[src/inverse_distance_interpolator_macros.svh]
// Assertion macros for the inverse distance interpolator.
// Users must have clk and rst_n in scope.
`ifndef INVERSE_DISTANCE_INTERPOLATOR_MACROS_SVH
`define INVERSE_DISTANCE_INTERPOLATOR_MACROS_SVH

// Check prop on every clock edge outside reset.
`define IDI_ASSERT(label, prop, msg) \
    label: assert property (@(posedge clk) disable iff (!rst_n) (prop)) else $error(msg);

// Check that cons holds on the cycle after ante.
`define IDI_ASSERT_NEXT(label, ante, cons, msg) \
    label: assert property (@(posedge clk) disable iff (!rst_n) (ante) |=> (cons)) \
        else $error(msg);

`endif

[src/idi_pkg.sv]
// Shared types and constants for the inverse distance interpolator.
// No dependencies.
package idi_pkg;

    localparam int IDI_MAX_POINTS = 128;
    localparam int WEIGHT_SHIFT   = 36;
    localparam int DIV_W          = 64;

    localparam logic [1:0] OP_LOAD  = 2'd0;
    localparam logic [1:0] OP_QUERY = 2'd1;
    localparam logic [1:0] OP_CLEAR = 2'd2;

    localparam logic [1:0] ST_INTERP = 2'd0;
    localparam logic [1:0] ST_HIT    = 2'd1;
    localparam logic [1:0] ST_EMPTY  = 2'd2;

    localparam logic [1:0] CM_NONE = 2'd0;
    localparam logic [1:0] CM_RB   = 2'd1;
    localparam logic [1:0] CM_BGR  = 2'd2;
    localparam logic [1:0] CM_GRAY = 2'd3;

    localparam logic [1:0] DSEL_WEIGHT = 2'd0;
    localparam logic [1:0] DSEL_FINAL  = 2'd1;
    localparam logic [1:0] DSEL_COLA   = 2'd2;
    localparam logic [1:0] DSEL_COLB   = 2'd3;

    localparam logic [1:0] CM_RESET = CM_RB;

    typedef struct packed {
        logic       ld_en;
        logic       clr_en;
        logic       q_cap;
        logic       idx_clr;
        logic       rd_en;
        logic       sq_en;
        logic       d2_en;
        logic       div_start;
        logic [1:0] div_sel;
        logic       mul_en;
        logic       acc_en;
        logic       fix_en;
        logic       hit_en;
        logic       empty_en;
        logic       cola_en;
        logic       colb_en;
        logic       out_load;
    } idi_cmd_t;

    typedef struct packed {
        logic count_zero;
        logic last;
        logic d2_zero;
        logic div_busy;
        logic div_done;
        logic out_busy;
    } idi_sts_t;

endpackage

[src/idi_ctrl.sv]
// Controller: sequences loads, clears and the per-point query walk.
// Depends on idi_pkg and the assertion macro header.
module idi_ctrl (
    input  logic              clk,
    input  logic              rst_n,
    input  logic              in_valid,
    output logic              in_stall,
    input  logic [1:0]        op,
    input  idi_pkg::idi_sts_t sts,
    output idi_pkg::idi_cmd_t cmd
);
    import idi_pkg::*;
    `include "inverse_distance_interpolator_macros.svh"

    localparam logic [3:0] S_IDLE  = 4'd0;
    localparam logic [3:0] S_RD    = 4'd1;
    localparam logic [3:0] S_SQ    = 4'd2;
    localparam logic [3:0] S_D2    = 4'd3;
    localparam logic [3:0] S_CHK   = 4'd4;
    localparam logic [3:0] S_WDIV  = 4'd5;
    localparam logic [3:0] S_MUL   = 4'd6;
    localparam logic [3:0] S_ACC   = 4'd7;
    localparam logic [3:0] S_FDIV  = 4'd8;
    localparam logic [3:0] S_FWAIT = 4'd9;
    localparam logic [3:0] S_FIX   = 4'd10;
    localparam logic [3:0] S_CA    = 4'd11;
    localparam logic [3:0] S_CAW   = 4'd12;
    localparam logic [3:0] S_CB    = 4'd13;
    localparam logic [3:0] S_CBW   = 4'd14;
    localparam logic [3:0] S_OUT   = 4'd15;

    logic [3:0] state_reg;
    logic [3:0] state_next;

    always_ff @(posedge clk or negedge rst_n)
    begin
        if (!rst_n)
        begin
            state_reg <= S_IDLE;
        end
        else
        begin
            state_reg <= state_next;
        end
    end

    always_comb
    begin
        cmd        = '0;
        state_next = state_reg;
        case (state_reg)
            S_IDLE:
            begin
                if (in_valid)
                begin
                    case (op)
                        OP_LOAD:
                        begin
                            cmd.ld_en = 1'b1;
                        end
                        OP_CLEAR:
                        begin
                            cmd.clr_en = 1'b1;
                        end
                        OP_QUERY:
                        begin
                            if (sts.count_zero)
                            begin
                                cmd.empty_en = 1'b1;
                                state_next   = S_OUT;
                            end
                            else
                            begin
                                cmd.q_cap   = 1'b1;
                                cmd.idx_clr = 1'b1;
                                state_next  = S_RD;
                            end
                        end
                        default:
                        begin
                            state_next = S_IDLE;
                        end
                    endcase
                end
            end
            S_RD:
            begin
                cmd.rd_en  = 1'b1;
                state_next = S_SQ;
            end
            S_SQ:
            begin
                cmd.sq_en  = 1'b1;
                state_next = S_D2;
            end
            S_D2:
            begin
                cmd.d2_en  = 1'b1;
                state_next = S_CHK;
            end
            S_CHK:
            begin
                if (sts.d2_zero)
                begin
                    cmd.hit_en = 1'b1;
                    state_next = S_CA;
                end
                else
                begin
                    cmd.div_start = 1'b1;
                    cmd.div_sel   = DSEL_WEIGHT;
                    state_next    = S_WDIV;
                end
            end
            S_WDIV:
            begin
                if (sts.div_done)
                begin
                    state_next = S_MUL;
                end
            end
            S_MUL:
            begin
                cmd.mul_en = 1'b1;
                state_next = S_ACC;
            end
            S_ACC:
            begin
                cmd.acc_en = 1'b1;
                state_next = sts.last ? S_FDIV : S_RD;
            end
            S_FDIV:
            begin
                cmd.div_start = 1'b1;
                cmd.div_sel   = DSEL_FINAL;
                state_next    = S_FWAIT;
            end
            S_FWAIT:
            begin
                cmd.div_sel = DSEL_FINAL;
                if (sts.div_done)
                begin
                    state_next = S_FIX;
                end
            end
            S_FIX:
            begin
                cmd.div_sel = DSEL_FINAL;
                cmd.fix_en  = 1'b1;
                state_next  = S_CA;
            end
            S_CA:
            begin
                cmd.div_start = 1'b1;
                cmd.div_sel   = DSEL_COLA;
                state_next    = S_CAW;
            end
            S_CAW:
            begin
                if (sts.div_done)
                begin
                    cmd.cola_en = 1'b1;
                    state_next  = S_CB;
                end
            end
            S_CB:
            begin
                cmd.div_start = 1'b1;
                cmd.div_sel   = DSEL_COLB;
                state_next    = S_CBW;
            end
            S_CBW:
            begin
                if (sts.div_done)
                begin
                    cmd.colb_en = 1'b1;
                    state_next  = S_OUT;
                end
            end
            S_OUT:
            begin
                if (!sts.out_busy)
                begin
                    cmd.out_load = 1'b1;
                    state_next   = S_IDLE;
                end
            end
            default:
            begin
                state_next = S_IDLE;
            end
        endcase
    end

    assign in_stall = (state_reg != S_IDLE);

    `IDI_ASSERT(a_div_free, !(cmd.div_start && sts.div_busy), "divider restarted while busy")
    `IDI_ASSERT(a_out_free, !(cmd.out_load && sts.out_busy), "result overwrote a held beat")
    `IDI_ASSERT(a_rd_nonempty, !(cmd.rd_en && sts.count_zero), "store read while empty")
    `IDI_ASSERT_NEXT(a_load_back, cmd.out_load, !in_stall, "block not idle after result")

endmodule

[config.mk]
export PLATFORM = sky130hd
export DESIGN_NAME = idi_ctrl
export DESIGN_NICKNAME = d
export VERILOG_FILES = /design/src/idi_pkg.sv /design/src/idi_ctrl.sv
export VERILOG_INCLUDE_DIRS = /design/src /design/src/src
export SDC_FILE = /design/constraint.sdc
export NUM_CORES = 1
export LEC_CHECK = 0
export BUFFER_PORTS_ARGS = -buffer_cell sky130_fd_sc_hd__buf_2
export CORE_AREA = 4 4 41 43
export CTS_BUF_LIST = sky130_fd_sc_hd__clkbuf_16
export DETAILED_ROUTE_END_ITERATION = 10
export DIE_AREA = 0 0 45 47
export PLACE_DENSITY = 0.73
export SLEW_MARGIN = 15
export SYNTH_ARGS = -nofsm -noshare
export SYNTH_HDL_FRONTEND = slang
export SYNTH_SLANG_ARGS = --single-unit
[constraint.sdc]
create_clock -name clk -period 3.5 [get_ports clk]
set_input_delay 0.875 -clock clk [delete_from_list [all_inputs] [get_ports clk]]
set_output_delay 0.875 -clock clk [all_outputs]
set_load 0.02 [all_outputs]
==> flow_metrics.env, run 1 <==
export IMPL_core_rowCount=13
export IMPL_synth_top_area_share_pct=19.1
export IMPL_firstDrtPassIters=3
export IMPL_cp_end_kind="output pin"
export IMPL_syn_area_um2=524
export IMPL_fin_skew_ns=0.00214
export IMPL_synth_top_flop_cell="dfrtp_1"
export IMPL_root_buffer="clkbuf_16"
export IMPL_critPathLaunchType="flop"
export IMPL_antenna_found_initial=0
export IMPL_cp_num_cells=5
export IMPL_coreArea_um2=1300
export IMPL_cts_resized_gates=0
export IMPL_leakage_nw=0.378
export IMPL_maxSlewHeadroom_pct=68.2
export IMPL_ant_nets=0
export IMPL_crit_arrival_ns=2.15
export IMPL_grt_max_degree=18
export IMPL_worst_setup_path_type="flop to output pin"
export IMPL_min_period_ns=3.03
export IMPL_rr_worst_depth=4
export IMPL_path_max_fanout=15
export IMPL_viasPerCell=5.45
export IMPL_port_buffer_count=28
export IMPL_clk_latency_ns=0.22
export IMPL_layout_commonest_cell="buf_2"
export IMPL_cp_required_ns=2.62
export IMPL_layout_drive_gt1_share_pct=38.5
export IMPL_largest_register_ffs=4
export IMPL_outcome="completed"
export IMPL_hold_viol=0
export IMPL_critical_path_slowest_cell="or4_1"
export IMPL_gp_congestion=0.788
export IMPL_dpl_hpwl_um=1030
export IMPL_crit_family="simple AND/OR/NAND/NOR gates"
export IMPL_path_buf_inv=1
export IMPL_syn_inst=71
export IMPL_clock_sinks=4
export IMPL_hold_buffers=0
export IMPL_via_count=605
export IMPL_clk_path_buf_depth=2
export IMPL_diodes=0
export IMPL_globalRouteOverflowTotal=0
export IMPL_irDropWorstVdd_mv=0.611
export IMPL_mostFrequentLayoutCells="buf_2 (28), nand2_1 (7), nor2_1 (7)"
export IMPL_worst_pin_slew_ns=0.470
export IMPL_drc=0
export IMPL_synth_edf_count=0
export IMPL_fin_area_um2=729
export IMPL_grt_pass1_wl_um=2130
export IMPL_syn2layout_area_growth_pct=39.1
export IMPL_r2r_setup_slack_ns=1.57
export IMPL_clk_pin_slew_ns=0.03
export IMPL_track_usage_pct=13.1
export IMPL_ys_ff_latch=4
export IMPL_netlist_cell_type_count=33
export IMPL_cts_tree="done"
export IMPL_drv_slew=0
export IMPL_yosys_warnings=0
export IMPL_io_pins=30
export IMPL_min_delay_path_class="input port to asynchronous set/reset pin"
export IMPL_cp_cell_sequence="or4_1 -> nor3b_2 -> nand2_1 -> nor2_1 -> buf_2"
export IMPL_r2r_end="state_reg[0]$_DFFE_PN0P_"
export IMPL_setup_worst_path_start="state_reg[1]$_DFFE_PN0P_"
export IMPL_wl_um=1350
export IMPL_syn_nets=82
export IMPL_synth_area_leaders="dfrtp_1 (19%), a211oi_1 (5.7%), nand2_1 (5.0%)"
export IMPL_die_y_um=47
export IMPL_drv_cap=0
export IMPL_final_period_utilization_pct=86.5
export IMPL_power_density_nw_per_um2=1000
export IMPL_wl_per_cell_um=12.2
export IMPL_synth_async_reset_ratio_pct=100
export IMPL_rr_startpoint="state_reg[1]$_DFFE_PN0P_"
export IMPL_numCtsBuffers=3
export IMPL_drt_iter0_markers=9
export IMPL_setup_viol=0
export IMPL_max_freq_ghz=0.330
export IMPL_cp_slowest_stage_delay_ns=0.73
export IMPL_die_w_um=45
export IMPL_synth_largest_area_cell="dfrtp_1"
export IMPL_postCtsSetupRepairBufs=0
export IMPL_endpoint="cmd[14]"
export IMPL_syn_avg_cell_area_um2=7.38
export IMPL_synth_seq_area_share_pct=19.1
export IMPL_die_area_um2=2120
export IMPL_grt_setup_unrepaired="false"
export IMPL_final_nets=109
export IMPL_first_global_vias=484
export IMPL_place_area_um2=654
export IMPL_fin_setup_tns_ns=0
export IMPL_h_tree_depth=1
export IMPL_start_util_pct=40.3
## cells in the mapped netlist (all sizes together) (3+ instances only)
cell,count
nand2,8
nor2,7
nor3,6
a211oi,4
buf,4
dfrtp,4
inv,4
and3,3
clkbuf,3
## power by group
group,leakage (nW),total (W),internal (W),switching [W]
sequential,0.0474,0.000141,0.0000709,0.0000698
combinational,0.294,0.000415,0.000172,0.000244
clock,0.0370,0.000173,0.000146,0.0000278
total,0.378,0.000729,0.000388,0.000341
## worst min path at each step
stage | start | endpoint | slack (ns)
2_1_floorplan | rst_n | state_reg[0]$_DFFE_PN0P_ | 0.58
3_3_place_gp | rst_n | state_reg[3]$_DFFE_PN0P_ | 0.68
3_5_place_dp | rst_n | state_reg[1]$_DFFE_PN0P_ | 0.68
4_1_cts | rst_n | state_reg[2]$_DFFE_PN0P_ | 0.45
5_1_grt | rst_n | state_reg[2]$_DFFE_PN0P_ | 0.45
6_report | rst_n | state_reg[2]$_DFFE_PN0P_ | 0.45
## layer usage
metal | vias to the layer above | global-route usage [%] | share of wire (%)
met1 | 277 | 18.1 | 45
met4 | 0 | 0 | 0
li1 | 311 | - | -
met3 | 0 | 4.21 | 7.8
met2 | 17 | 21.2 | 47
met5 | - | 0 | 0
## final cells by class
type                       count  area [µm²]
clock buffer                   3        75.1
fill                         143         572
inverter                       4        15.0
multi-input combinational     56         373
sequential                     4         100
tap                           15        18.8
timing repair buffer          29         148
## through the flow
stage	setup WS (ns)	instances	hold WS, ns	utilization (%)	total power (W)
floorplan	0.702	71	0.579	-	0.000465
global placement	0.719	108	0.682	50.3	0.000551
detailed placement	0.689	108	0.682	50.3	0.000558
CTS	0.455	111	0.452	56.1	0.000735
global route	0.337	111	0.455	56.1	0.000787
finish	0.471	111	0.452	56.1	0.000729
## cells by family (layout without fill, tap and decap cells)
group | after synthesis | count (layout) | share of synthesized area (%)
XOR/XNOR | 3 | 3 | 5.01
flip-flops | 4 | 4 | 19.1
AO/OA/AOI/OAI | 14 | 14 | 21.7
multiplexers | 2 | 2 | 3.82
AND/OR/NAND/NOR | 37 | 37 | 40.6
buffers and inverters | 11 | 36 | 9.78
(Power assumes the default switching activity.)
==> inputs of run 2 (changes only) <==
--- a/config.mk
+++ b/config.mk
@@ -7,10 +7,10 @@
 export NUM_CORES = 1
 export LEC_CHECK = 0
 export BUFFER_PORTS_ARGS = -buffer_cell sky130_fd_sc_hd__buf_2
-export CORE_AREA = 4 4 41 43
+export CORE_AREA = 2 2 39 41
 export CTS_BUF_LIST = sky130_fd_sc_hd__clkbuf_16
 export DETAILED_ROUTE_END_ITERATION = 10
-export DIE_AREA = 0 0 45 47
+export DIE_AREA = 0 0 41 43
 export PLACE_DENSITY = 0.73
 export SLEW_MARGIN = 15
 export SYNTH_ARGS = -nofsm -noshare
==> constraint.sdc (replaced) <==
create_clock -name clk -period 3 [get_ports clk]
set_input_delay 0.75 -clock clk [delete_from_list [all_inputs] [get_ports clk]]
set_output_delay 0.75 -clock clk [all_outputs]
set_load 0.02 [all_outputs]
==> flow_metrics.env, run 2 (synthesis results as in run 1) <==
export IMPL_via_count=639
export IMPL_seqPwrFrac_pct=10.6
export IMPL_irDropWorstVdd_mv=0.748
export IMPL_cts_resized_gates=0
export IMPL_die_y_um=43
export IMPL_rr_worst_depth=5
export IMPL_power_density_nw_per_um2=1190
export IMPL_sw_frac_of_total_pct=46.3
export IMPL_grt_setup_unrepaired="false"
export IMPL_r2r_end="state_reg[1]$_DFFE_PN0P_"
export IMPL_p_clk_share_pct=23.4
export IMPL_drc=0
export IMPL_path_max_fanout=6
export IMPL_min_period_ns=2.66
export IMPL_io_pins=30
export IMPL_outcome="completed"
export IMPL_clk_pin_slew_ns=0.03
export IMPL_pre_cts_ws_ns=0.557
export IMPL_clock_sinks=4
export IMPL_ant_nets=0
export IMPL_dpl_hpwl_um=1070
export IMPL_fin_skew_ns=0.00415
export IMPL_layout_drive_gt1_share_pct=40.4
export IMPL_hold_buffers=0
export IMPL_core_rowCount=14
export IMPL_h_tree_depth=1
export IMPL_firstDrtPassIters=4
export IMPL_wl_um=1410
export IMPL_start_util_pct=37.9
export IMPL_dp_cells=112
export IMPL_comb_power_share_pct=66.0
export IMPL_fin_cells=115
export IMPL_hold_viol=0
export IMPL_endpoint="cmd[14]"
export IMPL_syn2layout_area_growth_pct=43.7
export IMPL_worst_pin_slew_ns=0.548
export IMPL_numCtsBuffers=3
export IMPL_gp_congestion=0.884
export IMPL_grt_max_degree=17
export IMPL_wl_per_cell_um=12.3
export IMPL_cts_tree="done"
export IMPL_final_nets=112
export IMPL_worst_setup_path_type="flop to output pin"
export IMPL_layout_commonest_cell="buf_2"
export IMPL_diodes=0
export IMPL_setup_worst_path_start="state_reg[1]$_DFFE_PN0P_"
export IMPL_grt_pass1_wl_um=2130
export IMPL_setup_ws_ns=0.339
export IMPL_root_buffer="clkbuf_16"
export IMPL_globalRouteOverflowTotal=0
export IMPL_postCtsSetupRepairBufs=0
export IMPL_intPower_w=0.000481
export IMPL_clk_path_buf_depth=2
export IMPL_maxSlewHeadroom_pct=63.0
export IMPL_clk_latency_ns=0.23
export IMPL_critPathLaunchType="flop"
export IMPL_die_w_um=41
export IMPL_coreArea_um2=1380
export IMPL_final_period_utilization_pct=88.7
export IMPL_port_buffer_count=28
export IMPL_drt_iter0_markers=8
export IMPL_mostFrequentLayoutCells="buf_2 (28), nand2_1 (7), nor2_1 (7)"
export IMPL_drv_cap=0
export IMPL_cp_end_kind="output pin"
export IMPL_leakage_nw=0.393
export IMPL_max_freq_ghz=0.376
export IMPL_drv_slew=0
export IMPL_viasPerCell=5.56
export IMPL_track_usage_pct=17.6
export IMPL_crit_arrival_ns=1.91
export IMPL_min_delay_path_class="input port to asynchronous set/reset pin"
export IMPL_first_global_vias=522
export IMPL_die_area_um2=1760
export IMPL_setup_viol=0
export IMPL_cp_required_ns=2.25
export IMPL_fin_setup_tns_ns=0
export IMPL_largest_register_ffs=4
export IMPL_r2r_setup_slack_ns=1.24
export IMPL_fin_util_pct=54.4
export IMPL_antenna_found_initial=0
export IMPL_p_sw_w=0.000415
export IMPL_rr_startpoint="state_reg[3]$_DFFE_PN0P_"
run 2: cell type report:
type,count,area (µm²)
clock buffers,3,75.1
fillers,141,631
inverters,4,15.0
multi-input cells,56,373
flip-flops and latches,4,100
well taps,16,20.0
repair buffers,32,170
run 2: worst min path at each step:
| stage | endpoint | slack [ns] | cells after the start |
|---|---|---|---|
| 6_report | state_reg[3]$_DFFE_PN0P_ | 0.32 | 1 |
| 2_1_floorplan | state_reg[0]$_DFFE_PN0P_ | 0.45 | 0 |
| 4_1_cts | state_reg[2]$_DFFE_PN0P_ | 0.32 | 1 |
| 5_1_grt | state_reg[2]$_DFFE_PN0P_ | 0.32 | 1 |
| 3_3_place_gp | state_reg[0]$_DFFE_PN0P_ | 0.55 | 1 |
| 3_5_place_dp | state_reg[1]$_DFFE_PN0P_ | 0.56 | 1 |
run 2: metal layers:
| layer | GRT usage (%) | vias up | share of wire (%) |
|---|---|---|---|
| met3 | 3.14 | 2 | 5.8 |
| met5 | 0 | - | 0 |
| li1 | - | 314 | - |
| met1 | 20.0 | 302 | 42 |
| met4 | 8.00 | 0 | 1.7 |
| met2 | 29.7 | 21 | 51 |
run 2: per-stage QoR:
stage	instance area, µm²	hold WS (ns)	power [W]
2_1_floorplan	524	0.454	0.000542
3_3_place_gp	678	0.554	0.000673
3_5_place_dp	678	0.557	0.000685
4_1_cts	753	0.320	0.000899
5_1_grt	753	0.324	0.000963
6_report	753	0.318	0.000896
run 2: power groups by stage:
stage                     sequential (W)  combinational, W  clock, W
after global placement         0.0000946          0.000579         0
after detailed placement       0.0000957          0.000589         0
final                          0.0000949          0.000591  0.000209
after floorplan                 0.000105          0.000437         0
after CTS                      0.0000951          0.000592  0.000212
after global routing           0.0000986          0.000650  0.000214
run 2: critical path, stage by stage, from the launching register on:
cell and delay (ns):
dfrtp_1 0.36, or4_1 0.67, nor3b_2 0.29, nand2_1 0.08, nor2_1 0.11, buf_2 0.18
